--- config.mk ---
export PLATFORM = sky130hd
export DESIGN_NAME = nntu_node_cell
export DESIGN_NICKNAME = d
export VERILOG_FILES = /design/src/design/nntu_pkg.sv /design/src/design/nntu_node_cell.sv
export SDC_FILE = /design/constraint.sdc
export NUM_CORES = 1
export LEC_CHECK = 0
export CORE_MARGIN = 3
export CORE_UTILIZATION = 55
export DETAILED_ROUTE_END_ITERATION = 8
export DONT_BUFFER_PORTS = 1
export GPL_ROUTABILITY_DRIVEN = 1
export PLACE_DENSITY = 0.74
export SYNTH_ARGS = -nofsm -noshare
export SYNTH_HDL_FRONTEND = slang
export SYNTH_SLANG_ARGS = --single-unit
--- constraint.sdc ---
create_clock -name clk -period 1.6 [get_ports clk]
set_input_delay 0.16 -clock clk [delete_from_list [all_inputs] [get_ports clk]]
set_output_delay 0.16 -clock clk [all_outputs]
set_load 0.01 [all_outputs]
--- src/design/nntu_pkg.sv ---
package nntu_pkg;

	localparam int NET_SLOTS_DEF  = 16;
	localparam int NODE_SLOTS_DEF = 64;
	localparam int CH_LO          = 11;
	localparam int CH_HI          = 26;

	localparam logic [2:0] ST_NEW_NODE  = 3'd0;
	localparam logic [2:0] ST_UPDATED   = 3'd1;
	localparam logic [2:0] ST_NET_DROP  = 3'd2;
	localparam logic [2:0] ST_NODE_DROP = 3'd3;
	localparam logic [2:0] ST_CLEARED   = 3'd4;

	localparam logic OP_SIGHT = 1'b0;
	localparam logic OP_CLEAR = 1'b1;

	typedef struct packed {
		logic        valid;
		logic        hit;
		logic        fresh;
		logic [15:0] mask;
		logic [6:0]  cnt;
	} net_tok_t;

	typedef struct packed {
		logic valid;
		logic hit;
		logic fresh;
	} node_tok_t;

	typedef struct packed {
		logic [15:0] id;
		logic [3:0]  proto;
		logic [15:0] chbit;
		logic [7:0]  sig;
		logic [7:0]  lq;
	} net_query_t;

	typedef struct packed {
		logic [15:0] net;
		logic [15:0] sa;
		logic        has_s;
		logic [63:0] la;
		logic        has_l;
		logic [47:0] metrics;
	} node_query_t;

endpackage

--- src/design/nntu_node_cell.sv ---
module nntu_node_cell #(
	parameter int IDX = 0,
	parameter int CW = 7
) (
	input  logic                  clk,
	input  logic                  arst_n,
	input  nntu_pkg::node_tok_t   tok_in,
	input  nntu_pkg::node_query_t qry,
	input  logic [CW-1:0]         count,
	output nntu_pkg::node_tok_t   tok_out
);
	logic [15:0] net_q;
	logic [15:0] sa_q;
	logic [1:0]  flags_q;
	logic [63:0] la_q;
	logic [47:0] metrics_q;
	nntu_pkg::node_tok_t tok_q;
	logic s_hit, l_hit, hit_here, app_here;

	assign s_hit = qry.has_s && flags_q[0] && (sa_q == qry.sa);
	assign l_hit = qry.has_l && flags_q[1] && (la_q == qry.la);
	assign hit_here = tok_in.valid && !tok_in.hit && !tok_in.fresh && (CW'(IDX) < count)
		&& (net_q == qry.net) && (s_hit || l_hit);
	assign app_here = tok_in.valid && !tok_in.hit && !tok_in.fresh && (CW'(IDX) == count);

	always_ff @(posedge clk or negedge arst_n) begin
		if (!arst_n) begin
			tok_q <= '0;
		end else begin
			tok_q.valid <= tok_in.valid;
			tok_q.hit   <= tok_in.hit || hit_here;
			tok_q.fresh <= tok_in.fresh || app_here;
		end
	end

	always_ff @(posedge clk) begin
		if (hit_here || app_here) begin
			metrics_q <= qry.metrics;
		end
		if (app_here) begin
			net_q   <= qry.net;
			sa_q    <= qry.sa;
			flags_q <= {qry.has_l, qry.has_s};
			la_q    <= qry.has_l ? qry.la : 64'd0;
		end
	end

	assign tok_out = tok_q;
endmodule

Word-level counts from Yosys, hierarchy flattened

Cells that the tools add are included.

Flip-flop bits (word level): 101
Output and inout bits: 3

Equality and inequality tests: 3
Magnitude comparators: 1
Reduce and logical (&&, ||, !) cells: 16

Operator list:

| cell                                              | count |
|---|---|
| equality test 64 bit                              | 1 |
| equality test 16 bit                              | 2 |
| logical AND 1 bit                                 | 10 |
| logical NOT 7 bit                                 | 1 |
| < comparator 1 x 7 -> 1 bit, first input constant | 1 |
| logical OR 1 bit                                  | 3 |
| logical NOT 1 bit                                 | 2 |

Longest topological paths before layout

Gate-level depths: netlist (run 1).

Depth in word-level cells: 7
Depth in mapped cells: 6
Gate-level depth less buffers: 6

Least setup slack after synthesis (run 1)

OpenSTA, ideal clock, no wires.

Path type: input to register
Start point: input port count[2]
End point: register tok_q, in the netlist tok_out[0]
Required time: 1.509 ns
Library setup time: 0.091 ns
Path slack: -3.609 ns
Stages on the path: 4
Arrival time: 5.119 ns
Cell sequence: nor4_1 -> nand2_1 -> nor2_1 -> or2_2

Word-level cells in the longest chain between the ends: 3

Ends and longest elaborated chain:

| what              | line                 | source |
|---|---|---|
| start, declared   | nntu_node_cell.sv:9  | `input logic [CW-1:0] count,` |
| logical NOT 7 bit | nntu_node_cell.sv:24 | `assign app_here = tok_in.valid && !tok_in.hit && !tok_in.fresh && (CW'(IDX) == count);` |
| logical AND 1 bit | nntu_node_cell.sv:24 |  |
| net app_here      | nntu_node_cell.sv:18 | `logic s_hit, l_hit, hit_here, app_here;` |
| logical OR 1 bit  | nntu_node_cell.sv:32 | `tok_q.fresh <= tok_in.fresh \|\| app_here;` |
| end, declared     | nntu_node_cell.sv:17 | `nntu_pkg::node_tok_t tok_q;` |

The timed path passes the listed nets, and every way through them passes these cells.
A chain may end at the register's enable or synchronous reset.

Worst setup path after layout (run 1)

Start point: register la_q[58]
End point: register tok_q, in the netlist tok_out[1]

Word-level cells in the longest chain between the ends: 5

Ends and longest elaborated chain:

| what                   | line                 | source |
|---|---|---|
| start, declared        | nntu_node_cell.sv:15 | `logic [63:0] la_q;` |
| start signal, assigned | nntu_node_cell.sv:44 | `la_q <= qry.has_l ? qry.la : 64'd0;` |
| equality test 64 bit   | nntu_node_cell.sv:21 | `assign l_hit = qry.has_l && flags_q[1] && (la_q == qry.la);` |
| logical AND 1 bit      | nntu_node_cell.sv:21 |  |
| logical OR 1 bit       | nntu_node_cell.sv:23 | `&& (net_q == qry.net) && (s_hit \|\| l_hit);` |
| logical AND 1 bit      | nntu_node_cell.sv:23 |  |
| logical OR 1 bit       | nntu_node_cell.sv:31 | `tok_q.hit <= tok_in.hit \|\| hit_here;` |

Every way passes these cells.

==> summary.txt, run 1 <==
Route
  • Final ANT Viol Nets: 0
  • Pre-antenna DRT Iters: 4
  • Post-DR vias/cell: between 5 and 6
  • Vias: ~2900
  • Initial DRC count: 180
  • Residual DRC count: 0
  • Wirelength per Cell: between 15 and 20 microns
  • Total wire length: roughly 10000 microns

Worst hold path
  • Hold Path Depth: 1
  • Hold Crit Class: primary input to flop
  • Hold path endpoint: la_q[9]
  • Hold wc startpoint: qry[58]

GRT
  • Vias in the first global route: between 3000 and 4000
  • Routing usage on met3: 5.81%
  • Met1 Use GR: a little over a quarter
  • Total track usage: between 20 and 25%
  • Initial antenna violation count: 0
  • Met2 Use GR: a little under two fifths
  • Largest net degree at the start of global routing: between 50 and 60
  • Global-route wire length before repair: approximately 16000 microns
  • GR peak layer: met2
  • Gr ovfl total: 0

Synth
  • Post-synth EDFFs: 98
  • Yosys warning total: 0
  • Sequential share of the synthesized area: around two thirds
  • Area leader, netlist: edfxtp_1
  • Async set-reset flop share out of synthesis: slightly below 3%
  • Avg Cell Area, Syn: ~14 sq um
  • Area share of the largest cell type after synthesis: roughly 64%
  • Cell area after synthesis: about 0.0046 sq mm
  • Post-Syn Instances: 327
  • Synth Net Count: just under 500
  • Top-count cell post-synth: edfxtp_1
  • Distinct cell type count after synthesis: 25
  • Synth top cells by count: 98 x edfxtp_1, 63 x and2_1, 54 x xnor2_1, 27 x xor2_1, 15 x inv_1
  • Main flop type after synthesis: edfxtp_1
  • Main area contributors after synthesis: edfxtp_1 64%, xnor2_1 10%, and2_1 8.6%
  • Seq cells post-synth: about 100

Run status
  • Status: finished with violations
  • Violated checks: setup timing

Run
  • Max_cap viols: 0

Placed design
  • Post-DP HPWL: between 5000 and 6000 microns
  • GPL Wtd Cong: a little over 0.7
  • Setup WS pre-CTS: -192 ps
  • # port buffers: 0

Worst setup path
  • Setup slack, reg-to-reg: -110 ps
  • Crit Reg-Reg Endpoint: tok_out[1]
  • WP data required: ~1900 ps
  • Worst Reg-to-Reg Cells: 5
  • WS Path Type: flop to flop
  • CP endpoint kind: flop
  • Critical R2R Launch: la_q[58]
  • WP data arrival: 2000 ps
  • Startpoint Class: flop
  • Crit-path max FO: 1

Clock tree
  • Reg clk slew, reported paths: roughly 100 ps
  • CTS Root Cell: clkbuf_8
  • Clock Path Buffers: 2
  • CTS HTree Levels: 3
  • CTS sink cnt: between 100 and 150
  • Post-CTS Setup Inserts: 0
  • CTS tree: built
  • Worst-skew pair later-pin latency: 350 ps
  • Total CTS buffers: 9

Timing
  • Fin crit period: about 1700 ps
  • PnR worst setup slack: -107 ps
  • Maximum clock frequency: 0.586 GHz
  • Pins Over Slew Limit: 0
  • Worst Skew: ~5.7 ps
  • Setup-failing EPs final: 1
  • Sum Neg Setup Slack: -107 ps
  • Slew @ Worst Pin: between 300 and 400 ps
  • RSZ-0062 raised after global routing: true
  • Final Hold Viols: 0
  • Max_slew headroom: 74.7%
  • Crit share post-route: 107%

Layout
  • Finished Core Util: about 75%
  • Final nets: ~590
  • Layout area overhead: 29.9%
  • Antenna diode count: 0
  • Filler cells: 490
  • Layout cells sized above 1: between 6 and 7%

Floorplanning
  • Die ar.: approximately 0.0095 sq mm
  • Core area: 0.00793 sq mm
  • Chip width: about 100 microns
  • I/O pins: 161
  • Std-Cell Rows: 32
  • Die H: about 97 microns
  • Initial core utilization: 57.9%

Power and ir drop
  • Maximum vdd drop: 0.596 mV
  • P per Cell Area: 854 mW/mm^2
  • Leakage power: 0.00196 uW
-- where the power goes --
part | total, uW | internal, uW | switching [uW]
combinational | 406 | 277 | 128
sequential | 2910 | 2900 | 4.73
clock | 1780 | 921 | 862
total | 5090 | 4100 | 995
-- routing by layer --
layer	part of all wire, %	vias up
met3	7.3	11
li1	-	1366
met5	0	-
met4	1.3	0
met1	40	1386
met2	51	94
-- cell type report --
type                            count  area [sq um]  area share, %
Clock inverter                      6          86.3           1.45
Clock buffer                       10           138           2.31
Tap cell                          102           128           2.14
Inverter                           15          56.3          0.944
Sequential cell                   101          3020           50.6
Timing Repair Buffer               96           988           16.6
Multi-Input combinational cell    204          1550           26.0
-- cell usage in the layout, fill, tap and decap left out, types with 3 or more instances in the layout --
master         Yosys  routed
a22o_1             3       3
and2_1            63      63
buf_12             0       3
clkbuf_8           0      10
dfrtp_1            3       3
dlygate4sd3_1      0      92
edfxtp_1          98      98
inv_1             15      15
nand2_1            3       3
nand2b_1           3       3
nand3_1            3       3
nand4_1           14      14
nor3_1             3       3
nor4_1            11       7
nor4_2             0       3
o22ai_1            3       3
o2bb2ai_1          3       3
xnor2_1           54      53
xor2_1            27      27
-- how the worst max path moves through the flow --
stage	from	to	slack, ps	cells after the start
floorplan	count[2]	flags_q[0]	-810	3
global placement	la_q[52]	tok_out[1]	-170	6
detailed placement	la_q[29]	tok_out[1]	-190	6
CTS	la_q[29]	tok_out[1]	-190	6
global route	la_q[58]	tok_out[1]	-190	5
finish	la_q[58]	tok_out[1]	-110	5
-- through the flow --
| step | hold WS, ps | area (sq um) | total power, uW | cells |
|---|---|---|---|---|
| after floorplan | -136 | 4620 | 3150 | 327 |
| after global placement | -136 | 4760 | 3150 | 425 |
| after detailed placement | -136 | 4760 | 3160 | 425 |
| after CTS | 0.124 | 5910 | 5110 | 531 |
| after global routing | -1.97 | 5970 | 5290 | 534 |
| final | 11.2 | 5970 | 5090 | 534 |
-- cells by family (layout without fill, tap and decap cells) --
logic type                count (synthesis)  in the layout  synth area share (%)
AOI/OAI and AO/OA                        16             16                  2.89
DFF                                     101            101                  65.7
buffers and inverters                    22            127                  1.80
xor gates and xnor gates                 81             81                  15.4
and+or+nand+nor                         107            107                  14.2
-- registers in the layout, summed over array words and instances, names as in the netlist --
signal / flops
sa_q: 16
net_q: 16
flags_q: 2
tok_out: 3
la_q: 64
-- worst max-delay path, cell delays in order (launching register included) --
cell	delay [ps]
edfxtp_1	420
xnor2_2	170
o2111ai_1	140
or4_4	500
o32ai_2	260
a21o_1	160
-- timing repair --
action	in CTS	in global routing
cloned	0	0
pin swaps	3	5
setup endpoints to repair	1	1
endpoints found under the hold margin	92	3
resized for setup	2	4
hold buffers	90	3
Power figures use the tool's default switching activity.
==> inputs of run 2 (changes only) <==
--- a/config.mk
+++ b/config.mk
@@ -10,7 +10,7 @@
 export DETAILED_ROUTE_END_ITERATION = 8
 export DONT_BUFFER_PORTS = 1
 export GPL_ROUTABILITY_DRIVEN = 1
-export PLACE_DENSITY = 0.74
+export PLACE_DENSITY = 0.71
 export SYNTH_ARGS = -nofsm -noshare
 export SYNTH_HDL_FRONTEND = slang
 export SYNTH_SLANG_ARGS = --single-unit
==> constraint.sdc (replaced) <==
create_clock -name clk -period 2.1 [get_ports clk]
set_input_delay 0.21 -clock clk [delete_from_list [all_inputs] [get_ports clk]]
set_output_delay 0.21 -clock clk [all_outputs]
set_load 0.01 [all_outputs]
==> run 2 against run 1 <==
  * The run now ends clean
  * Via count fell by 8.5%
  * Core utilization fell by 8.0 points
  * Sequential cell count did not move
  * Register-to-register slack improved by 270 ps
  * Sequential share of layout area rose by 6.1 points
  * Worst setup slack improved by 270 ps
  * Combinational power fell by 50%
  * Non-clock buffer count fell by 56
  * Cell area fell by 11%
  * Total power fell by 27%
  * First-iteration DRC count fell by 34%
  * Wire length fell by 15%
  * Critical endpoint unchanged
  * Largest cell class unchanged
  * Largest power group unchanged
  * Highest routed layer unchanged
==> summary.txt, run 2 (same netlist as run 1, synthesis figures left out) <==
Run status
  • Status: completed (was finished with violations)

Layout
  • Max reg flops: 64 (unchanged)
  • Finished Layout Cells: 478 (was 534)
  • Register bank with the most flops: la_q (unchanged)
  • Commonest non-fill, non-tap cell in the layout: edfxtp_1 (unchanged)
  • Layout area overhead: 16.0% (was 29.9%)
  • Biggest regs: la_q x64, net_q x16, sa_q x16 (unchanged)
  • Most frequent cells in the layout: 98 x edfxtp_1, 63 x and2_1, 54 x xnor2_1, 38 x dlygate4sd3_1, 27 x xor2_1 (was 98 x edfxtp_1, 92 x dlygate4sd3_1, 63 x and2_1, 53 x xnor2_1, 27 x xor2_1)
  • Filler cells: 578 (was 490)
  • Antenna diode count: 0 (unchanged)
  • Final nets: 529 (was 585)
  • Layout cells sized above 1: 5.85% (was 6.94%)
  • Finished Cell Area: 0.00533 sq mm (was 0.00597 sq mm)

Worst setup path
  • WP data required: 2410 ps (was 1900 ps)
  • Setup slack, reg-to-reg: 170 ps (was -110 ps)
  • Crit-path max FO: 1 (unchanged)
  • WP data arrival: 2240 ps (was 2000 ps)
  • Startpoint Class: flop (unchanged)
  • CP endpoint kind: flop (unchanged)
  • WS Path Type: flop to flop (unchanged)

Placed design
  • GPL Wtd Cong: 0.789 (was 0.723)
  • Placed instance count: 424 (was 425)
  • Placed inst area: 0.00474 sq mm (was 0.00476 sq mm)
  • # port buffers: 0 (unchanged)
  • Post-DP HPWL: 5920 microns (was 5940 microns)

Clock tree
  • CTS sink cnt: 101 (unchanged)
  • Reg clk slew, reported paths: 110 ps (was 100 ps)
  • CTS HTree Levels: 3 (unchanged)
  • Post-CTS Hold Fix Bufs: 38 (was 90)
  • Worst-skew pair later-pin latency: 360 ps (was 350 ps)
  • Post-cts sizing count: 0 (was 2)
  • Total CTS buffers: 9 (unchanged)
  • CTS tree: built (unchanged)
  • Post-CTS Setup Inserts: 0 (unchanged)
  • Clock Path Buffers: 2 (unchanged)
  • CTS Root Cell: clkbuf_8 (unchanged)

Route
  • Final ANT Viol Nets: 0 (unchanged)
  • Wirelength per Cell: 17.8 microns (was 18.8 microns)
  • Vias: 2615 (was 2857)
  • Total wire length: 8520 microns (was 10000 microns)
  • Post-DR vias/cell: 5.47 (was 5.35)
  • Pre-antenna DRT Iters: 4 (unchanged)
  • Residual DRC count: 0 (unchanged)
  • Initial DRC count: 119 (was 180)

Timing
  • Pins Over Slew Limit: 0 (unchanged)
  • Final Hold Viols: 0 (unchanged)
  • Max_slew headroom: 72.6% (was 74.7%)
  • RSZ-0062 raised after global routing: false (was true)
  • Setup-failing EPs final: 0 (was 1)
  • Maximum clock frequency: 0.517 GHz (was 0.586 GHz)
  • Fin crit period: 1930 ps (was 1710 ps)
  • Worst Skew: 9.08 ps (was 5.72 ps)
  • Slew @ Worst Pin: 410 ps (was 379 ps)
  • Crit share post-route: 92.0% (was 107%)

Floorplanning
  • Die ar.: 0.00948 sq mm (unchanged)
  • Std-Cell Rows: 32 (unchanged)
  • Core area: 0.00793 sq mm (unchanged)
  • Initial core utilization: 57.9% (unchanged)
  • Chip width: 97.4 microns (unchanged)
  • Die H: 97.4 microns (unchanged)
  • I/O pins: 161 (unchanged)

GRT
  • Met1 Use GR: 23.1% (was 27.0%)
  • Gr ovfl total: 0 (unchanged)
  • Met2 Use GR: 28.9% (was 37.5%)
  • GR peak layer: met2 (unchanged)
  • Global-route wire length before repair: 13800 microns (was 16100 microns)
  • Initial antenna violation count: 0 (unchanged)
  • Total track usage: 18.5% (was 21.9%)
  • Routing usage on met3: 7.11% (was 5.81%)
  • Vias in the first global route: 2825 (was 3164)
  • Largest net degree at the start of global routing: 74 (was 52)

Run
  • Max_cap viols: 0 (unchanged)

Power and ir drop
  • P per Cell Area: 694 mW/mm^2 (was 854 mW/mm^2)
  • Leakage power: 0.00170 uW (was 0.00196 uW)
  • Maximum vdd drop: 0.469 mV (was 0.596 mV)

Worst hold path
  • Hold Crit Class: primary input to flop (unchanged)
==> run 2: cell count changes in the layout (fill, tap and decap cells not counted), sizes merged <==
cell and delta:
dlygate4sd3 -54, inv +4, buf -2, clkinv -2, bufinv -1, clkbuf -1
==> run 2: layout make-up <==
class | instances | area (sq um) | area share [%]
multi-input cells | 204 | 1520 | 28.4
clock buffers | 9 | 124 | 2.32
inverters | 15 | 56.3 | 1.06
repair buffers | 40 | 408 | 7.65
flip-flops and latches | 101 | 3020 | 56.6
well taps | 102 | 128 | 2.39
clock inverters | 7 | 80.1 | 1.50
==> run 2: through the flow <==
step           hold slack, ps  util (%)  total power, uW  setup slack, ps  TNS (ps)
6_report                 35.6      67.2             3700              167         0
5_1_grt                  7.30      67.2             3810             60.5         0
4_1_cts                  19.8      67.2             3720              141         0
3_5_place_dp            -85.5      59.8             2410              153         0
3_3_place_gp            -85.5      59.8             2400              145         0
2_1_floorplan           -85.6         -             2400             -357    -35300
==> run 2: final timing paths <==
check	from	endpoint	cells past startpoint
worst max-delay path	la_q[8]	tok_out[1]	6
worst min-delay path	qry[98]	la_q[49]	1
worst max register to register	la_q[8]	tok_out[1]	6
worst min register to register	net_q[3]	tok_out[1]	4
max in group asynchronous	arst_n	tok_out[2]	1
min in group asynchronous	arst_n	tok_out[1]	1
==> run 2: per-layer routing <==
| metal | up-vias | routed length, microns |
|---|---|---|
| met5 | - | 0 |
| met4 | 0 | 220 |
| met3 | 19 | 731 |
| met2 | 90 | 4130 |
| met1 | 1256 | 3430 |
| li1 | 1250 | - |
==> run 2: power by group <==
group	internal (uW)	switching, uW
clock network	570	708
registers	2210	3.83
logic	140	62.7
==> run 2: critical path, cell delays in order (launching register included) <==
cell and delay (ps):
edfxtp_1 400, xnor2_1 150, nand4_1 110, nor4_1 400
nand4_1 200, o32ai_1 460, a21o_1 170
