[src/design/nntu_pkg.sv]
package nntu_pkg;

	localparam int NET_SLOTS_DEF  = 16;
	localparam int NODE_SLOTS_DEF = 64;
	localparam int CH_LO          = 11;
	localparam int CH_HI          = 26;

	localparam logic [2:0] ST_NEW_NODE  = 3'd0;
	localparam logic [2:0] ST_UPDATED   = 3'd1;
	localparam logic [2:0] ST_NET_DROP  = 3'd2;
	localparam logic [2:0] ST_NODE_DROP = 3'd3;
	localparam logic [2:0] ST_CLEARED   = 3'd4;

	localparam logic OP_SIGHT = 1'b0;
	localparam logic OP_CLEAR = 1'b1;

	typedef struct packed {
		logic        valid;
		logic        hit;
		logic        fresh;
		logic [15:0] mask;
		logic [6:0]  cnt;
	} net_tok_t;

	typedef struct packed {
		logic valid;
		logic hit;
		logic fresh;
	} node_tok_t;

	typedef struct packed {
		logic [15:0] id;
		logic [3:0]  proto;
		logic [15:0] chbit;
		logic [7:0]  sig;
		logic [7:0]  lq;
	} net_query_t;

	typedef struct packed {
		logic [15:0] net;
		logic [15:0] sa;
		logic        has_s;
		logic [63:0] la;
		logic        has_l;
		logic [47:0] metrics;
	} node_query_t;

endpackage

[src/design/nntu_net_cell.sv]
module nntu_net_cell #(
	parameter int IDX = 0,
	parameter int CW = 5,
	parameter int NCW = 7
) (
	input  logic                clk,
	input  logic                arst_n,
	input  nntu_pkg::net_tok_t  tok_in,
	input  nntu_pkg::net_query_t qry,
	input  logic [CW-1:0]       count,
	input  logic                commit_inc,
	output nntu_pkg::net_tok_t  tok_out
);
	logic [15:0]    id_q;
	logic [3:0]     proto_q;
	logic [15:0]    mask_q;
	logic [7:0]     sig_q;
	logic [7:0]     lq_q;
	logic [NCW-1:0] cnt_q;
	logic           sel_q;
	nntu_pkg::net_tok_t tok_q;
	logic hit_here, app_here;
	nntu_pkg::net_tok_t nxt;

	assign hit_here = tok_in.valid && !tok_in.hit && (CW'(IDX) < count) && (id_q == qry.id);
	assign app_here = tok_in.valid && !tok_in.hit && (CW'(IDX) == count);

	always_comb begin
		nxt = tok_in;
		if (hit_here) begin
			nxt.hit  = 1'b1;
			nxt.mask = mask_q | qry.chbit;
			nxt.cnt  = 7'(cnt_q);
		end else if (app_here) begin
			nxt.hit   = 1'b1;
			nxt.fresh = 1'b1;
			nxt.mask  = qry.chbit;
			nxt.cnt   = '0;
		end
	end

	always_ff @(posedge clk or negedge arst_n) begin
		if (!arst_n) begin
			tok_q <= '0;
			sel_q <= 1'b0;
		end else begin
			tok_q <= nxt;
			if (tok_in.valid) begin
				sel_q <= hit_here || app_here;
			end
		end
	end

	always_ff @(posedge clk) begin
		if (hit_here || app_here) begin
			id_q    <= qry.id;
			proto_q <= qry.proto;
			sig_q   <= qry.sig;
			lq_q    <= qry.lq;
			mask_q  <= nxt.mask;
		end
		if (app_here) begin
			cnt_q <= '0;
		end else if (commit_inc && sel_q) begin
			cnt_q <= cnt_q + NCW'(1);
		end
	end

	assign tok_out = tok_q;
endmodule

[config.mk]
export PLATFORM = sky130hd
export DESIGN_NAME = nntu_net_cell
export DESIGN_NICKNAME = d
export VERILOG_FILES = /design/src/design/nntu_pkg.sv /design/src/design/nntu_net_cell.sv
export SDC_FILE = /design/constraint.sdc
export NUM_CORES = 1
export LEC_CHECK = 0
export ABC_AREA = 1
export ABC_CLOCK_PERIOD_IN_PS = 3700
export CAP_MARGIN = 20
export CORE_ASPECT_RATIO = 0.7
export CORE_MARGIN = 8
export CORE_UTILIZATION = 40
export DETAILED_ROUTE_END_ITERATION = 16
export DONT_BUFFER_PORTS = 1
export GPL_TIMING_DRIVEN = 1
export PLACE_DENSITY = 0.51
export SLEW_MARGIN = 10
export SYNTH_ARGS = -nofsm -noshare
export SYNTH_HDL_FRONTEND = slang
export SYNTH_SLANG_ARGS = --single-unit
[constraint.sdc]
create_clock -name clk -period 3.7 [get_ports clk]
set_input_delay 0.74 -clock clk [delete_from_list [all_inputs] [get_ports clk]]
set_output_delay 0.74 -clock clk [all_outputs]
set_load 0.05 [all_outputs]
Yosys cells after proc, flatten, opt, wreduce, memory -nomap -nowiden
Cells that the tools add are included.

Logic and storage cells: 25. Register bits: 66. Input port bits: 86.

$add $sub $neg: 1. Bitwise operators: 1. Multiplexer cells: 4. Equality and inequality tests: 1. Order comparisons: 1. Reduce and logical (&&, ||, !) cells: 8.

Operators by type and width (count): 25-bit 2-to-1 mux (1); 23-bit 2-to-1 mux (1); 16-bit equality test (1); 16-bit bitwise OR (1); 7-bit by 1-bit adder with 7-bit output (second input constant) (1); 1-bit logical AND (5); 5-bit logical NOT (1); 1-bit by 5-bit less-than comparator with 1-bit output (first input constant) (1); 1-bit 2-to-1 mux (2); 1-bit logical NOT (1); 1-bit logical OR (1).

Logic depth before layout (Yosys ltp)
Gate-level depths: netlist of run 1.

Word-level depth: 5. Mapped depth: 10.

Worst setup path before layout of run 1
OpenSTA, ideal clock, no wires.

Path kind: input to register. From: input port qry[49] in the netlist's numbering. To: register id_q[0], enable pin. Setup time: 0.389 ns. Stages on the path: 9. Data arrival time: 2.226 ns. Setup slack: 1.085 ns. Path buffers: 1. Required time: 3.311 ns. Path through: inv_1 > nand2_1 > nand2_1 > nor2_1 > nand2_1 > nor2_8 > nand3_4 > buf_6 > nand2_1.

Cells in the longest elaborated chain, start to end: 3.

Ends and longest elaborated chain: start, declared (line nntu_net_cell.sv:9) `input nntu_pkg::net_query_t qry,`; 16-bit equality test (line nntu_net_cell.sv:25) `assign hit_here = tok_in.valid && !tok_in.hit && (CW'(IDX) < count) && (id_q == qry.id);`; 1-bit logical AND (line nntu_net_cell.sv:25); 1-bit logical OR (line nntu_net_cell.sv:55) `if (hit_here || app_here) begin`; end signal, assigned (line nntu_net_cell.sv:56) `id_q <= qry.id;`; end, declared (line nntu_net_cell.sv:14) `logic [15:0] id_q;`.

Every way passes these cells. A chain may end at the register's enable or synchronous reset.

Worst setup path in the final report of run 1
From: register id_q[8]. To: register id_q[14], enable pin.

Cells in the longest elaborated chain, start to end: 3.

Ends and longest elaborated chain (line): 16-bit equality test (nntu_net_cell.sv:25); 1-bit logical AND (nntu_net_cell.sv:25); 1-bit logical OR (nntu_net_cell.sv:55).

Every way passes these cells.

==> out/qor.yml, run 1 <==
status: "finished clean"
cap_violations: 0
gp_congestion: 0.737
synth_flop_cell: "edfxtp_1"
fillers: 772
synth_cells: 372
post_cts_buffers: 0
cp_max_fo: 22
grt-ovfl-total: 0
die-area_um2: 11000
utilization_pct: 44.7
hold_viol: 0
fin_cells: 485
yosysMostFrequentCell: "nand2_1"
worst_pin_slew_ns: 0.518
cp_slowest_cell: "edfxtp_1"
rr_endpoint: "id_q[14]"
core_um2: 7740
area_growth_pct: 9.82
rows: 27
cts_hold_buf: 0
fin_skew_ns: 0.00708
synth_top_cell_by_area: "edfxtp_1"
finalCritPeriodShare_pct: 53.4
fmax_mhz: 506
drtPass1Iterations: 4
synth_edf_count: 32
dieHeight_um: 90.2
p_per_area_nw_per_um2: 455
via_per_inst: 4.80
rrSetupSlack_ns: 1.72
vdd_drop_max_mv: 0.259
routed_wl_mm: 7.75
syn_area_per_cell_um2: 8.46
grt_pass1_wl_mm: 12.4
timing.rr.start: "id_q[8]"
crit_cells: 8
slew_headroom_pct: 65.5
place_inst: 469
htree_levels: 3
tritoncts: "yes"
p_int_w: 0.00119
place_hpwl_mm: 5.42
grt_start_max_net_pins: 32
cp_num_buf_inv: 1
clkSlewWorstSetupHoldPaths_ns: 0.07
cts_resized: 0
initialDrtViolationCount: 123
n_antenna_cell: 0
power.leakage_nw: 1.68
ant_nets: 0
synth_area_um2: 3150
design_area_um2: 3460
drv_slew: 0
seq_area_frac_synth_pct: 56.5
start_kind: "flip-flop"
rsz0062_at_grt: "false"
critPathMaxStageDelay_ns: 0.40
vias: 2329
synth_commonest_cells: "nand2_1 (154), inv_1 (42), nor2_1 (35), edfxtp_1 (32), dfrtp_1 (27)"
min_period_ns: 1.98
cp_common_cell: "nand2_1"
synth_seq_cells: 66
crit_family: "simple AND/OR/NAND/NOR gates"
crit_path_end_kind: "flip-flop"
antenna_found_initial: 0
cts_buffers: 9
synth_area_leaders: "edfxtp_1 (31%), dfrtp_1 (21%), nand2_1 (18%), inv_1 (5.0%), nand4_1 (4.8%)"
power_frac_clock_pct: 40.2
yosys.cell_types.count: 27
port_buffers: 0
hold_class: "input port to async pin"
combPwrFrac_pct: 4.8
worstPathRequired_ns: 3.72
async_flop_share_pct: 40.9
cts.sinks: 66
critPathArrivalTime_ns: 1.99
share_seq_of_total_power_pct: 55.0
finalSetupViolations: 0
switching_share_pct: 24.4
worstSetupPathType: "flip-flop to flip-flop"
yosysTopAreaCellShare_pct: 30.5
grt_usage_pct: 14.7
syn_nets: 459
crit_start: "id_q[8]"
initial_core_util_pct: 40.7
grt_pass1_vias: 2340
r2r_cells: 8
path_cells: "nand2_1 > nand2_1 > nor2_1 > nand3_2 > nor2_8 > nand3_4 > nand2_1 > buf_4"
worstSkewPairLatency_ns: 0.35
fin_tns_setup_ns: 0
cts_root_buffer: "clkbuf_8"
drive_gt1_share_pct: 10.9
clockBufferDepth: 2
placed_cell_area_um2: 3250
ys.warnings.count: 0
fp.dieW_um: 122
crit_end: "id_q[14]"
num_io_pins: 112
p_sw_w: 0.000385
nets: 466
wl_per_cell_um: 16.0
remaining_drc_errors: 0
==> power by group through the flow <==
stage / Clock, W / Sequential [W] / Combinational (W)
5_1_grt: 0.000688 / 0.000868 / 0.0000897
6_report: 0.000633 / 0.000866 / 0.0000755
3_3_place_gp: 0 / 0.000882 / 0.0000738
4_1_cts: 0.000662 / 0.000866 / 0.0000765
2_1_floorplan: 0 / 0.000876 / 0.0000635
3_5_place_dp: 0 / 0.000882 / 0.0000759
==> metal layers <==
layer / global-route usage, % / vias up / share of wire (%)
li1: - / 1186 / -
met1: 18.7 / 1072 / 47
met2: 21.7 / 62 / 44
met3: 6.12 / 9 / 8.4
met4: 5.22 / 0 / 0.93
met5: 0 / - / 0
==> final cells by class <==
| class | count | area, um^2 | share of cell area (%) |
|---|---|---|---|
| clock buffer | 14 | 173 | 5.00 |
| clock inverter | 2 | 33.8 | 0.978 |
| inverter | 44 | 165 | 4.78 |
| multi-input combinational | 253 | 1140 | 33.1 |
| sequential | 66 | 1780 | 51.4 |
| tap | 101 | 126 | 3.66 |
| timing repair buffer | 5 | 37.5 | 1.09 |
==> stage by stage <==
step | worst slack (ns) | hold slack (ns) | power [W]
after floorplan | 1.08 | 0.439 | 0.000939
after global routing | 1.51 | 0.0476 | 0.00165
after global placement | 1.36 | 0.445 | 0.000956
final | 1.72 | 0.0779 | 0.00157
after CTS | 1.68 | 0.0557 | 0.00160
after detailed placement | 1.35 | 0.445 | 0.000958
==> cells by family (layout without fill, tap and decap cells) <==
kind of cell               count (synthesis)  count (layout)  share of synthesized area, %
AOI/OAI and AO/OA                          8               8                          1.43
and+or+nand+nor                          242             242                          34.0
adders and majority gates                  1               1                         0.398
DFF                                       66              66                          56.5
xor gates and xnor gates                   2               2                         0.557
buffers and inverters                     53              65                          7.20
==> flip-flops by register name, summed over array words and instances, names as in the netlist <==
name / flops
tok_out: 26
id_q: 16
cnt_q: 7
mask_q: 16
sel_q: 1
==> placed cells by master, fill, tap and decap left out, drive strengths merged <==
cell,n
nand2,154
xor2,1
ha,1
clkinv,1
dfxtp,7
nor2,38
nor3,2
nor3b,1
inv,44
o21a,2
buf,5
nand3,6
nand4,24
a21oi,5
clkbuf,14
o21ai,1
xnor2,1
or2,17
dfrtp,27
bufinv,1
edfxtp,32
==> worst reg2reg max path: stages, from the launching register on <==
cell and delay (ns):
edfxtp_1 0.40, nand2_1 0.10, nand2_1 0.07, nor2_1 0.13
nand3_2 0.13, nor2_8 0.28, nand3_4 0.11, nand2_1 0.09
buf_4 0.32
==> worst min-delay path by stage <==
stage	startpoint	endpoint	slack [ns]	cells after the start
2_1_floorplan	arst_n	sel_q	0.44	0
3_3_place_gp	arst_n	tok_out[13]	0.45	0
3_5_place_dp	arst_n	tok_out[13]	0.45	0
4_1_cts	arst_n	tok_out[2]	0.06	0
5_1_grt	arst_n	tok_out[11]	0.05	0
6_report	arst_n	tok_out[13]	0.08	0
Note: power is estimated with default switching activity, not from simulation.
==> run 2, diff against run 1 <==
Settings changed: ABC_AREA 1 to 0, ABC_CLOCK_PERIOD_IN_PS 3700 to 1700, PLACE_DENSITY 0.51 to 0.53.
Clock period 3.7 ns to 1.7 ns, I/O delays scaled along.
==> run 2 against run 1 <==
  * Largest power group unchanged
  * Synthesized area shrank 15%
  * Cell count shrank 38%
  * First-iteration DRC count shrank 37%
  * Register-to-register slack lost 2.1 ns
  * Flip-flop and latch count is the same
  * Synthesized cell count shrank 51%
  * Power grew 140%
  * Worst setup slack lost 2.1 ns
  * Global-route usage shrank 2.5 points
  * The run now ends with setup timing left
==> out/qor.yml, run 2 <==
status: "finished, violations left"
violations: "setup timing"
antenna_found_initial: 0  # unchanged
via_per_inst: 5.23  # +8.9%
fin_cells: 303  # -38%
routed_wl_mm: 5.79  # -25%
p_per_area_nw_per_um2: 1160  # +150%
drive_gt1_share_pct: 25.8  # +15 points
worstSetupPathType: "flip-flop to flip-flop"
rrSetupSlack_ns: -0.40  # -2.13 ns
cts_root_buffer: "clkbuf_8"
grt_pass1_wl_mm: 8.83  # -29%
clkSlewWorstSetupHoldPaths_ns: 0.07  # about the same
initial_core_util_pct: 40.5  # -0.18 points
synth_area_um2: 2670  # -15%
seq_area_frac_synth_pct: 66.5  # +10 points
cts_buffers: 9  # unchanged
power_w: 0.00371  # +140%
slew_headroom_pct: 68.0  # +2.5 points
final_common_cell: "edfxtp_1"
ys.warnings.count: 0  # unchanged
path_cells: "xor2_1 > nor4_1 > buf_4 > nand3_4 > buf_12 > or4_1 > o221a_2"
crit_start: "id_q[3]"
crit_path_end_kind: "flip-flop"
place_hpwl_mm: 4.21  # -22%
start_kind: "flip-flop"
timing.rr.start: "id_q[3]"
place_ws_ns: -0.417  # -1.77 ns
fp.dieW_um: 114  # -6.8%
placed_cell_area_um2: 2860  # -12%
min_from: "qry[43]"
vdd_drop_max_mv: 0.632  # +140%
die-area_um2: 9590  # -13%
rows: 25  # -7.4%
cp_slowest_cell: "or4_1"
drtPass1Iterations: 4  # unchanged
yosysTopAreaCellShare_pct: 36.0  # +5.4 points
dieHeight_um: 84.4  # -6.5%
hold_depth: 0
grt_start_max_net_pins: 37  # +16%
syn_nets: 271  # -41%
gp_congestion: 0.767  # +4.1%
worst_pin_slew_ns: 0.481  # -0.0371 ns
min_to: "id_q[7]"
cp_max_fo: 17  # -23%
num_io_pins: 112  # unchanged
final_cell_mix: "edfxtp_1 (32), dfrtp_1 (27), xor2_1 (17)"
nets: 291  # -38%
htree_levels: 3  # unchanged
design_area_um2: 3200  # -7.5%
fillers: 557  # -28%
worstPathRequired_ns: 1.79  # -1.93 ns
area_growth_pct: 19.7
hold_class: "input port to flip-flop"
min_period_ns: 2.10  # +0.127 ns
initialDrtViolationCount: 78  # -37%
critPathArrivalTime_ns: 2.20  # +0.21 ns
grt_pass1_vias: 1653  # -29%
vias: 1584  # -32%
synth_flop_cell: "edfxtp_1"
finalSetupViolations: 73  # +73
yosysMostFrequentCell: "edfxtp_1"
synth_area_leaders: "edfxtp_1 (36%), dfrtp_1 (25%), xor2_1 (5.6%), o221a_2 (5.5%), dfxtp_1 (5.2%)"
async_flop_share_pct: 40.9  # unchanged
grt_usage_pct: 12.1  # -2.5 points
largest_reg_flops: 26  # unchanged
setup_ws_ns: -0.403  # -2.13 ns
rr_endpoint: "mask_q[3]"
place_inst: 283  # -40%
remaining_drc_errors: 0  # unchanged
syn_area_per_cell_um2: 14.5  # +72%
tritoncts: "yes"
fin_skew_ns: 0.00607  # -0.00101 ns
grt-ovfl-total: 0  # unchanged
cts.sinks: 66  # unchanged
synth_commonest_cells: "edfxtp_1 (32), dfrtp_1 (27), xor2_1 (17), o221a_2 (13), or4_1 (13)"
hold_viol: 0  # unchanged
yosys.cell_types.count: 31  # +15%
synth_top_cell_by_area: "edfxtp_1"
core_um2: 6600  # -15%
n_antenna_cell: 0  # unchanged
fmax_mhz: 476  # -6.0%
finalCritPeriodShare_pct: 124  # +70 points
cap_violations: 0  # unchanged
wl_per_cell_um: 19.1  # +20%
synth_edf_count: 32  # unchanged
drv_slew: 0  # unchanged
synth_cells: 184  # -51%
r2r_cells: 7  # -1
worstSkewPairLatency_ns: 0.34  # about the same
ant_nets: 0  # unchanged
port_buffers: 0  # unchanged
power.leakage_nw: 1.17  # -31%
synth_seq_cells: 66  # unchanged
clockBufferDepth: 2  # unchanged
rsz0062_at_grt: "true"
critPathMaxStageDelay_ns: 0.48  # +0.08 ns
-- run 2: changes by cell type in the layout (fill, tap and decap cells not counted), sizes merged, moves of 7 or more --
cell   change
or2       -12
o221a     +13
nand2    -144
xor2      +16
or4       +15
inv       -36
nor2      -30
nand4     -23
mux2i      +7
buf        +8
-- run 2: metrics by stage --
| step | utilization, % | hold slack, ns | setup TNS, ns |
|---|---|---|---|
| after floorplan | - | 0.0444 | -14.23 |
| after global placement | 43.4 | 0.0453 | -19.52 |
| after detailed placement | 43.4 | 0.0457 | -20.92 |
| after CTS | 48.0 | 0.00413 | -22.34 |
| after global routing | 48.5 | 0.0635 | -29.51 |
| final | 48.5 | 0.0929 | -21.09 |
-- run 2: worst max-delay path, delay by kind of cell, from the launching register on --
family / cells / cell delay (ns)
flip-flops: 1 / 0.38
AND/OR/NAND/NOR: 3 / 0.83
buffers and inverters: 2 / 0.34
XOR/XNOR: 1 / 0.16
AO/OA/AOI/OAI: 1 / 0.15
-- run 2: cell type report --
| cell class | count | area, um^2 | area share (%) |
|---|---|---|---|
| Clock buffer | 9 | 124 | 3.87 |
| Clock inverter | 7 | 141 | 4.42 |
| Inverter | 8 | 30.0 | 0.939 |
| Multi-Input combinational cell | 104 | 833 | 26.1 |
| Sequential cell | 66 | 1780 | 55.6 |
| Tap cell | 94 | 118 | 3.68 |
| Timing Repair Buffer | 15 | 175 | 5.48 |
-- run 2: what timing repair did --
item	in CTS	in global routing
hold endpoints to repair	27	1
pin swaps	2	1
setup endpoints to repair	73	73
resized for setup	1	3
hold buffers	2	1
buffers inserted	1	0
-- run 2: how the worst max path moves through the flow --
stage / to / slack [ns] / cells past startpoint
finish: mask_q[3] / -0.40 / 7
global placement: mask_q[5] / -0.40 / 6
detailed placement: mask_q[3] / -0.42 / 7
floorplan: mask_q[10] / -0.34 / 6
global route: mask_q[7] / -0.51 / 6
CTS: mask_q[1] / -0.42 / 7
-- run 2: report_power, final --
group | total, W | switching, W | internal (W) | leakage (nW)
combinational | 0.000123 | 0.0000581 | 0.0000649 | 0.376
sequential | 0.00187 | 0.000151 | 0.00172 | 0.662
clock | 0.00171 | 0.000593 | 0.00112 | 0.129
total | 0.00371 | 0.000802 | 0.00291 | 1.17
-- run 2: routing by layer --
metal  up-vias  global-route usage, %  wire length (um)
met5         -                      0                 0
met4         0                   5.06                76
met3         8                   6.95               638
met2        70                   18.3              2720
met1       780                   13.8              2350
li1        726                      -                 -
-- run 2: cells by family (layout without fill, tap and decap cells) --
logic type	count (synthesis)	count (layout)	share of synthesized area, %
flip-flops	66	66	66.5
AND/OR/NAND/NOR	52	52	11.8
AO/OA/AOI/OAI	22	22	8.52
XOR/XNOR	22	22	7.21
buffers and inverters	14	39	2.95
multiplexers	7	7	2.62
adder cells (fa/ha/maj)	1	1	0.468
==> run 3, diff against run 2 <==
Settings changed: ABC_CLOCK_PERIOD_IN_PS 1700 to 2000, CTS_BUF_LIST from default to sky130_fd_sc_hd__clkbuf_2 sky130_fd_sc_hd__clkbuf_4 sky130_fd_sc_hd__clkbuf_8, PLACE_DENSITY 0.53 to 0.51, SETUP_SLACK_MARGIN from default to 0.4.
Clock period 1.7 ns to 2 ns, I/O delays scaled along.
==> run 3 against run 2 <==
  * The flow still finishes with violations (setup timing)
  * Flip-flop and latch count stayed put
  * Cell count is 1.3% lower
  * Clock power is 45% lower
  * Register-to-register slack better by 0.30 ns
  * Count of clock-buffer cells in the layout is 3 higher
  * Global-route usage is 0.52 points higher
  * Sequential power is 15% lower
  * Via count is 0.69% lower
  * Utilization is 1.9 points lower
  * Largest cell class unchanged
==> out/qor.yml, run 3 (synthesized netlist as in run 2, its figures left out) <==
grt-ovfl-total: 0  # unchanged
grt_start_max_net_pins: 37  # unchanged
cts_root_buffer: "clkbuf_8"
worst_pin_slew_ns: 0.477  # -0.00399 ns
antenna_found_initial: 0  # unchanged
fin_skew_ns: 0.00546  # -0.000614 ns
worstSetupPathType: "flip-flop to flip-flop"
drtPass1Iterations: 4  # unchanged
hold_class: "input port to flip-flop"
initialDrtViolationCount: 67  # -14%
cts.sinks: 66  # unchanged
nets: 287  # -1.4%
path_cells: "xnor2_1 > nand4_1 > or4_4 > or4_1 > o221a_2"
vias: 1573  # -0.69%
ant_nets: 0  # unchanged
routed_wl_mm: 5.84  # +0.86%
final_cell_mix: "edfxtp_1 (32), dfrtp_1 (27), xor2_1 (17)"
cp_max_fo: 17  # unchanged
grt_usage_pct: 12.6  # +0.52 points
clkSlewWorstSetupHoldPaths_ns: 0.07  # about the same
via_per_inst: 5.26  # +0.63%
grt_pass1_vias: 1694  # +2.5%
violations: "setup timing"
grt_pass1_wl_mm: 9.18  # +4.0%
worstSkewPairLatency_ns: 0.33  # about the same
crit_family: "simple AND/OR/NAND/NOR gates"
htree_levels: 3  # unchanged
worstPathRequired_ns: 2.07  # +0.28 ns
drive_gt1_share_pct: 24.9  # -0.96 points
rows: 25  # unchanged
fillers: 609  # +9.3%
cp_num_buf_inv: 0  # -2
remaining_drc_errors: 0  # unchanged
drv_slew: 0  # unchanged
hold_viol: 0  # unchanged
finalCritPeriodShare_pct: 105  # -18 points
fin_tns_setup_ns: -1.04  # +20.04 ns
min_period_ns: 2.11  # +0.00480 ns
die-area_um2: 9590  # unchanged
status: "finished, violations left"
critPathMaxStageDelay_ns: 0.56  # +0.08 ns
setup_ws_ns: -0.108  # +0.295 ns
cap_violations: 0  # unchanged
cts_buffers: 9  # unchanged
fmax_mhz: 474  # -0.23%
tritoncts: "yes"
wl_per_cell_um: 19.5  # +2.2%
core_um2: 6600  # unchanged
vdd_drop_max_mv: 0.376  # -40%
slew_headroom_pct: 68.2  # +0.27 points
start_kind: "flip-flop"
power.leakage_nw: 1.11  # -4.6%
crit_path_end_kind: "flip-flop"
gp_congestion: 0.753  # -1.9%
cp_slowest_cell: "or4_4"
clockBufferDepth: 2  # unchanged
port_buffers: 0  # unchanged
finalSetupViolations: 27  # -63%
dieHeight_um: 84.4  # unchanged
p_per_area_nw_per_um2: 859  # -26%
initial_core_util_pct: 40.5  # unchanged
critPathArrivalTime_ns: 2.18  # -0.02 ns
rsz0062_at_grt: "true"
power_w: 0.00264  # -29%
largest_reg_flops: 26  # unchanged
area_growth_pct: 15.0
place_hpwl_mm: 4.20  # -0.21%
final_common_cell: "edfxtp_1"
fp.dieW_um: 114  # unchanged
num_io_pins: 112  # unchanged
n_antenna_cell: 0  # unchanged
==> run 3: cell count changes in the layout (fill, tap and decap cells not counted), sizes merged <==
cell         previous run  this run
bufinv                  4         0
buf                    13        10
clkbuf                  9        12
clkinv                  2         4
clkinvlp                1         0
dlygate4sd3             2         1
==> run 3: where the power goes <==
part	total (W)	internal, W	switching, W
logic	0.000101	0.0000527	0.0000483
registers	0.00159	0.00146	0.000129
clock network	0.000945	0.000481	0.000464
total	0.00264	0.00200	0.000642
==> run 3: stage by stage <==
| step | worst slack, ns | utilization (%) | hold slack, ns | cells | cell area [um^2] |
|---|---|---|---|---|---|
| finish | -0.108 | 46.6 | 0.0940 | 299 | 3070 |
| global route | -0.184 | 46.6 | 0.0568 | 299 | 3070 |
| CTS | -0.124 | 46.6 | 0.0650 | 299 | 3070 |
| detailed placement | -0.157 | 43.1 | 0.105 | 280 | 2840 |
| global placement | -0.120 | 43.1 | 0.106 | 280 | 2840 |
| floorplan | -0.0986 | - | 0.104 | 184 | 2690 |
==> run 3: area by class of cell <==
type | count | area [um^2] | share of cell area (%)
Timing Repair Buffer | 11 | 151 | 4.93
Tap cell | 94 | 118 | 3.83
Sequential cell | 66 | 1780 | 57.8
Clock buffer | 12 | 146 | 4.76
Inverter | 8 | 30.0 | 0.977
Clock inverter | 4 | 18.8 | 0.611
Multi-Input combinational cell | 104 | 832 | 27.1
==> run 3: worst paths after layout <==
| check | start | endpoint | slack (ns) | cells past startpoint |
|---|---|---|---|---|
| worst min register to register | cnt_q[2] | tok_out[2] | 0.48 | 2 |
| worst min-delay path | tok_in[25] | tok_out[25] | 0.09 | 0 |
| min in group asynchronous | arst_n | tok_out[25] | 0.51 | 2 |
| max in group asynchronous | arst_n | tok_out[6] | 1.33 | 2 |
| worst max register to register | id_q[11] | mask_q[1] | -0.11 | 5 |
| worst max-delay path | id_q[11] | mask_q[1] | -0.11 | 5 |
==> run 3: worst reg2reg max path: stages (launching register included) <==
cell and delay [ns]:
edfxtp_1 0.41, xnor2_1 0.16, nand4_1 0.11, or4_4 0.56, or4_1 0.46, o221a_2 0.16
==> run 3: metal layers <==
metal | track usage, % | share of wire [%] | wire (um) | up-vias
met3 | 7.88 | 11 | 628 | 7
met5 | 0 | 0 | 0 | -
li1 | - | - | - | 717
met2 | 20.0 | 48 | 2810 | 67
met1 | 13.7 | 40 | 2340 | 782
met4 | 3.86 | 0.98 | 57 | 0
==> run 3: repair_timing <==
item,in CTS,in global routing
hold buffers,2,0
gates resized for setup,3,0
pin swaps,1,0
setup endpoints to repair,73,73
setup buffers,1,0
hold endpoints to repair,27,0
